==> src/rtl/twvs_pkg.sv <==
// Shared types and constants of the time-window value sum block.
package twvs_pkg;

    // Store size and derived widths
    localparam int CAPACITY = 64;
    localparam int CNT_W    = $clog2(CAPACITY + 1);
    localparam int TIME_W   = 32;
    localparam int VAL_W    = 32;
    localparam int TOTAL_W  = 38;
    localparam int WIN_W    = 32;

    // Configuration port
    localparam int APB_ADDR_W = 3;
    localparam int APB_DATA_W = 32;
    localparam logic [WIN_W-1:0] WIN_RESET = 32'd1000;

    // Register index, taken from the word address bit
    localparam logic REG_WINDOW_LENGTH = 1'b0;

    // One held entry
    typedef struct packed {
        logic [TIME_W-1:0] ts;
        logic [VAL_W-1:0]  val;
    } t_entry;

    // Operation applied to the whole row of cells
    typedef enum logic [1:0] {
        OP_HOLD,
        OP_SHIFT,
        OP_INSERT
    } t_cell_op;

    // Control broadcast to every cell
    typedef struct packed {
        t_cell_op          op;
        logic [TIME_W-1:0] ts_new;
        logic [VAL_W-1:0]  val_new;
    } t_cell_ctl;

    // Sequencer states
    typedef enum logic [1:0] {
        ST_IDLE,
        ST_PURGE,
        ST_INSERT,
        ST_REPORT
    } t_state;

endpackage

==> src/rtl/twvs_cell.sv <==
// One slot of the sorted store: holds an entry and trades it with its neighbors.
module twvs_cell (
    input  logic                 i_clk,
    input  twvs_pkg::t_cell_ctl  i_ctl,
    input  logic                 i_occ,
    input  logic                 i_at_end,
    input  logic                 i_left_gt,
    input  twvs_pkg::t_entry     i_left,
    input  twvs_pkg::t_entry     i_right,
    output twvs_pkg::t_entry     o_entry,
    output logic                 o_gt
);

    twvs_pkg::t_entry r_entry;
    twvs_pkg::t_entry n_entry;

    // Held entry is newer than the incoming timestamp
    assign o_gt    = i_occ && (r_entry.ts > i_ctl.ts_new);
    assign o_entry = r_entry;

    // Shift left on purge; on insert, entries above the slot move right
    always_comb begin
        n_entry = r_entry;
        case (i_ctl.op)
            twvs_pkg::OP_SHIFT: begin
                n_entry = i_right;
            end
            twvs_pkg::OP_INSERT: begin
                if (i_left_gt) begin
                    n_entry = i_left;
                end else if (o_gt || i_at_end) begin
                    n_entry.ts  = i_ctl.ts_new;
                    n_entry.val = i_ctl.val_new;
                end
            end
            default: n_entry = r_entry;
        endcase
    end

    always_ff @(posedge i_clk) begin
        r_entry <= n_entry;
    end

endmodule

==> config.mk <==
export PLATFORM = sky130hd
export DESIGN_NAME = twvs_cell
export DESIGN_NICKNAME = d
export VERILOG_FILES = /design/src/rtl/twvs_pkg.sv /design/src/rtl/twvs_cell.sv
export SDC_FILE = /design/constraint.sdc
export NUM_CORES = 1
export LEC_CHECK = 0
export ABC_AREA = 1
export BUFFER_PORTS_ARGS = -buffer_cell sky130_fd_sc_hd__buf_2
export CAP_MARGIN = 20
export CORE_AREA = 2 2 102 104
export CTS_CLUSTER_DIAMETER = 40
export DETAILED_ROUTE_END_ITERATION = 8
export DIE_AREA = 0 0 104 106
export HOLD_SLACK_MARGIN = 0.1
export PLACE_DENSITY_LB_ADDON = 0.3
export REMOVE_ABC_BUFFERS = 1
export SLEW_MARGIN = 40
export SYNTH_ARGS = -nofsm -noshare
export SYNTH_HDL_FRONTEND = slang
export SYNTH_SLANG_ARGS = --single-unit
==> constraint.sdc <==
create_clock -name i_clk -period 7.4 [get_ports i_clk]
set_clock_uncertainty 0.2 [all_clocks]
set_input_delay 0 -clock i_clk [delete_from_list [all_inputs] [get_ports i_clk]]
set_output_delay 0 -clock i_clk [all_outputs]
set_load 0.1 [all_outputs]
=== After elaboration in Yosys (flattened, before gate mapping) ===
Index checks and enable logic that the tools add are counted.

* Bits in registers: 64
* Output and inout bits: 65

* Magnitude comparators: 1
* Multiplexer cells: 3
* Reduce and logical (&&, ||, !) cells: 4
* Equal/unequal tests: 3

{| class="wikitable"
|+ Operator list
! kind !! number
|-
| two-way mux 64 bit || 2
|-
| case mux 64 bit (2 select lines) || 1
|-
| greater-than comparator 32 bit || 1
|-
| inequality test 3 bit, second input constant || 1
|-
| equality test 2 x 1 -> 1 bit, second input constant || 1
|-
| equality test 2 bit, second input constant || 1
|-
| AND reduction 2 bit || 1
|-
| nonzero test 2 bit || 1
|-
| logical AND 1 bit || 1
|-
| logical OR 1 bit || 1
|}

=== Longest topological paths before layout ===
* Depth in word-level cells: 6
* Depth in mapped cells: 15
* Mapped depth without buffers: 15

=== Least setup slack after synthesis ===
No wires, ideal clock.

* Kind: register to register
* From: register r_entry, in the netlist o_entry[39]
* To: register r_entry, in the netlist o_entry[0], enable pin
* Data required time: 6756 ps
* Setup time: 444 ps
* Arrival: 3645 ps
* Stages on the path, launching flop included: 9
* Clock period less this slack: 4289 ps
* Path buffers: 0
* Slack: 3111 ps
* Cells stage by stage: edfxtp_1 ha_1 nand2_1 nor2_2 nand4_1 nor2_1 a21boi_1 nand2_2 a21oi_2

* Longest elaborated chain between the ends: 5

{| class="wikitable"
|+ Ends and longest elaborated chain
! what !! RTL line !! text
|-
| start, declared || twvs_cell.sv:14 || <nowiki>twvs_pkg::t_entry r_entry;</nowiki>
|-
| start signal, assigned || twvs_cell.sv:41 || <nowiki>r_entry <= n_entry;</nowiki>
|-
| greater-than comparator 32 bit || twvs_cell.sv:18 || <nowiki>assign o_gt = i_occ && (r_entry.ts > i_ctl.ts_new);</nowiki>
|-
| logical AND 1 bit || twvs_cell.sv:18 ||
|-
| logical OR 1 bit || twvs_cell.sv:31 || <nowiki>end else if (o_gt || i_at_end) begin</nowiki>
|-
| inequality test 3 bit (no line) || n/a ||
|-
| AND reduction 2 bit (no line) || n/a ||
|}

No other way between the ends.
A chain may end at the register's enable or synchronous reset.

=== Worst setup path after layout ===
* From: input port i_ctl[65] (netlist name)
* To: register r_entry, in the netlist o_entry[45], enable pin

* Longest elaborated chain between the ends: 3
* Elaborated cells on any way between the ends: 5

{| class="wikitable"
|+ Ends and longest elaborated chain
! what !! RTL line !! text
|-
| start, declared || twvs_cell.sv:4 || <nowiki>input twvs_pkg::t_cell_ctl i_ctl,</nowiki>
|-
| equality test 2 bit or equality test 2 x 1 -> 1 bit (tied branches) || twvs_cell.sv:24 || <nowiki>case (i_ctl.op)</nowiki>
|-
| inequality test 3 bit (no line) or nonzero test 2 bit (tied branches) || n/a ||
|-
| AND reduction 2 bit (no line) * || n/a ||
|}

Mark *: on every way between the ends. The rest lies on a longest branch, timed or not.

==> flow_summary.rst <==
.. list-table::
   :header-rows: 1

   * - Metric
     - Value
   * - Placed wire-length estimate
     - 9020 µm
   * - Number of global-route vias before repair
     - 5227
   * - Clock Sinks
     - 64
   * - Non-filler cells in the finished layout
     - 1019
   * - Critical Path End Type
     - register
   * - Count of cells along the worst hold path
     - 5
   * - Root buffer cell
     - sky130_fd_sc_hd__clkbuf_8
   * - Max_cap viols
     - 0
   * - Syn_area_per_cell
     - 8.22 µm²
   * - Worst-case register-to-register setup slack
     - 4340 ps
   * - Finished Cell Area
     - 7040 µm²
   * - Run status
     - complete, no violations
   * - Inserted Clock Buffers
     - 9
   * - Post-CTS Setup Repair Bufs
     - 0
   * - I/O Pins
     - 263
   * - Maximum fanout count along the critical path
     - 65
   * - First DRT Iteration DRCs
     - 422
   * - Most frequent cell on the critical path
     - sky130_fd_sc_hd__dlygate4sd3_1
   * - Part of the total power dissipated in sequential elements
     - 33.8%
   * - Required time of the critical path
     - 7170 ps
   * - FF-to-FF End
     - o_entry[45]
   * - Count of yosys warnings during synthesis
     - 0
   * - Routed length per instance
     - 14.2 µm
   * - Detailed-route vias per instance
     - 4.96
   * - Data arrival time of the critical path
     - 2980 ps
   * - Type of the tightest min-delay check
     - in -> reg
   * - Power density cells
     - 194 nW/µm²
   * - Clock edge transition at the registers on the reported setup and hold paths
     - 80 ps
   * - DP Area
     - 5510 µm²
   * - Initial Util
     - 40.9%
   * - Maximum achievable frequency
     - 312 MHz
   * - Met3 Track Usage GR
     - 5.76%
   * - Gpl congestion
     - 0.851
   * - Met1 layer usage reported by global route
     - 27.0%
   * - Final antenna-violating net count
     - 0
   * - Power spent charging and discharging nets
     - 561 µW
   * - DRC violations left
     - 0
   * - Highest ir drop seen on vdd
     - 0.000105 V
   * - Wire length of the first global-routing pass
     - 23500 µm
   * - Total GRT Usage
     - 26.1%
   * - Total number of placement rows
     - 37
   * - Final critical-path share of the clock period
     - 43.4%
   * - Ratio of cells with drive above 1 in the final layout
     - 33.4%
   * - Most Crowded Layer GR
     - met2
   * - Clock network fraction of design power
     - 24.3%
   * - Antenna violations before repair
     - 0
   * - Max reg flops
     - 64
   * - Cell breakdown of the critical path
     - dlygate4sd3_1 -> buf_2 -> ha_4 -> inv_4 -> nor3_1 -> a21oi_4 -> dlygate4sd3_1
   * - Setup repair after global routing missed its margin
     - no
   * - Final hold violation count
     - 0
   * - Relative slew slack
     - 55.9%
   * - CTS tree
     - yes
   * - Pins Over Slew Limit
     - 0
   * - Power share of the combinational group
     - 41.9%
   * - Setup violations, final
     - 0
   * - Cell area after synthesis
     - 4090 µm²
   * - Core footprint
     - 10000 µm²
   * - DIE AREA
     - 11000 µm²
   * - Die height
     - 106 µm
   * - Total global routing overflow
     - 0
   * - Clock latency at the later pin of the worst-skew pair
     - 340 ps
   * - Slowest Stage Delay on Critical Path
     - 910 ps
   * - Final wirelength
     - 14500 µm
   * - Cell with the largest stage delay on the worst path
     - sky130_fd_sc_hd__dlygate4sd3_1
   * - Hold Path Origin
     - i_occ
   * - Sequential cell area in the final layout
     - 1920 µm²
   * - Sequential-to-total area share from yosys stat
     - 46.9%
   * - Synth unique cells
     - 23
   * - Count of mapped cells out of synthesis
     - 498
   * - Switching portion of total power
     - 41.0%
   * - Area used by multi-input combinational logic
     - 1910 µm²
   * - Total number of vias
     - 5051
   * - Fill cells
     - 757
   * - Setup tns final
     - 0 ps
   * - Post-cts repair resize count
     - 0
   * - First-pass detailed-route iteration total
     - 5
   * - Global-route track usage on met2
     - 50.0%
   * - Worst reg-to-reg path cell count
     - 10
   * - Max Root-Sink Buffers
     - 2
   * - Slew of the pin with the lowest slew margin
     - 662 ps
   * - Nets
     - 1109
   * - Final critical-path required period
     - 3210 ps
   * - Hold endpoint
     - o_entry[46]
   * - Final worst-path setup slack
     - 4190 ps
   * - Placement-stage worst setup slack
     - 4550 ps
   * - Cell leakage power
     - 3.45 nW
   * - Die outline width
     - 104 µm
   * - Post-synthesis register bit count
     - 64
   * - CP Launch Type
     - input pin
   * - Reg-to-reg startpoint
     - o_entry[63]
   * - Clock H-tree levels
     - 3
   * - Antenna Diode Count
     - 0
   * - Placed cell count
     - 872
   * - Buffers added on ports
     - 262
   * - Internal Pwr Total
     - 807 µW
   * - Pin count of the biggest net entering global routing
     - 67
   * - Kind of critical path
     - in -> reg
   * - Area growth from synthesis to final layout
     - 72.0%
==> placed cells by master, fill, tap and decap left out, types with 2 or more instances in the layout <==
cell	synthesis	final
sky130_fd_sc_hd__buf_2	12	262
sky130_fd_sc_hd__clkbuf_8	0	9
sky130_fd_sc_hd__nand2_2	3	3
sky130_fd_sc_hd__ha_1	33	32
sky130_fd_sc_hd__edfxtp_1	64	64
sky130_fd_sc_hd__clkinv_4	0	2
sky130_fd_sc_hd__nand3_1	2	2
sky130_fd_sc_hd__inv_4	0	2
sky130_fd_sc_hd__nand2_1	99	99
sky130_fd_sc_hd__inv_2	3	2
sky130_fd_sc_hd__o21ai_0	68	68
sky130_fd_sc_hd__a21oi_1	13	13
sky130_fd_sc_hd__bufinv_16	0	2
sky130_fd_sc_hd__nor2_1	71	71
sky130_fd_sc_hd__dlygate4sd3_1	0	131
sky130_fd_sc_hd__o21ai_1	62	62
sky130_fd_sc_hd__nor2_2	4	4
sky130_fd_sc_hd__buf_4	1	2
sky130_fd_sc_hd__inv_1	41	40
sky130_fd_sc_hd__clkinvlp_4	0	2
==> what timing repair did <==
item                                    in CTS  in global routing
endpoints found under the hold margin       75                  0
hold buffers                               131                  0
endpoints found under the setup margin       0                  0
==> cells by family (layout without fill, tap and decap cells) <==
logic type / after synthesis / in the layout / share of synthesized area, %
flops: 64 / 64 / 46.9
buf+inv: 71 / 456 / 6.97
fa+ha+maj: 33 / 33 / 10.1
simple gates: 183 / 183 / 17.8
compound gates: 147 / 147 / 18.2
==> metrics by stage <==
stage	power, mW	hold WS (ps)	util (%)
floorplan	0.838	-8.76	-
global placement	0.956	85.7	54.8
detailed placement	0.967	92.1	55.1
CTS	1.36	189	70.4
global route	1.43	202	70.4
finish	1.37	188	70.4
==> critical path: cells and delay by family <==
kind	cells	cell delay (ps)
AOI/OAI and AO/OA	1	260
adders and majority gates	1	350
and+or+nand+nor	1	180
buffers and inverters	4	2110
==> cell usage after synthesis <==
library cell                n  area [µm²]
sky130_fd_sc_hd__o21ai_0   68         340
sky130_fd_sc_hd__inv_1     41         154
sky130_fd_sc_hd__nand4_2    1        12.5
sky130_fd_sc_hd__o21a_1     1        7.51
sky130_fd_sc_hd__nand2_2    3        18.8
sky130_fd_sc_hd__o21ai_1   62         310
sky130_fd_sc_hd__nor2_4     1        11.3
sky130_fd_sc_hd__inv_2      3        11.3
sky130_fd_sc_hd__nand2_1   99         372
sky130_fd_sc_hd__buf_4      1        7.51
sky130_fd_sc_hd__clkbuf_1  14        52.6
sky130_fd_sc_hd__a21oi_2    1        8.76
sky130_fd_sc_hd__buf_2     12        60.1
sky130_fd_sc_hd__nor2_2     4        25.0
sky130_fd_sc_hd__a21oi_1   13        65.1
sky130_fd_sc_hd__nor3_1     1        5.00
sky130_fd_sc_hd__nand3_1    2        10.0
sky130_fd_sc_hd__edfxtp_1  64        1920
sky130_fd_sc_hd__a21o_1     1        7.51
sky130_fd_sc_hd__nand4_1    1        6.26
sky130_fd_sc_hd__a21boi_1   1        7.51
sky130_fd_sc_hd__nor2_1    71         267
sky130_fd_sc_hd__ha_1      33         413
==> power groups by stage <==
stage,clock (mW),sequential (mW),combinational [mW]
4_1_cts,0.335,0.462,0.567
3_5_place_dp,0,0.470,0.498
2_1_floorplan,0,0.727,0.111
3_3_place_gp,0,0.468,0.487
5_1_grt,0.352,0.466,0.608
6_report,0.332,0.463,0.573
==> per-layer routing <==
metal	vias to the layer above	wire [µm]
met2	257	7530
li1	2444	-
met1	2302	5370
met5	-	0
met4	0	528
met3	48	1040
==> layout make-up <==
class / count / share of cell area (%)
Timing Repair Buffer: 396 / 37.7
Sequential cell: 64 / 27.3
Multi-Input combinational cell: 363 / 27.1
Inverter: 44 / 2.42
Tap cell: 136 / 2.42
Clock buffer: 9 / 1.76
Clock inverter: 7 / 1.37
==> worst max path at each step <==
| stage | start | end | cells after the start |
|---|---|---|---|
| 2_1_floorplan | o_entry[39] | o_entry[0] | 8 |
| 3_3_place_gp | i_ctl[64] | o_entry[15] | 7 |
| 3_5_place_dp | o_entry[39] | o_entry[15] | 12 |
| 4_1_cts | i_ctl[65] | o_entry[45] | 7 |
| 5_1_grt | i_ctl[65] | o_entry[45] | 7 |
| 6_report | i_ctl[65] | o_entry[45] | 7 |
No activity file was read; power rests on OpenSTA's default activity.
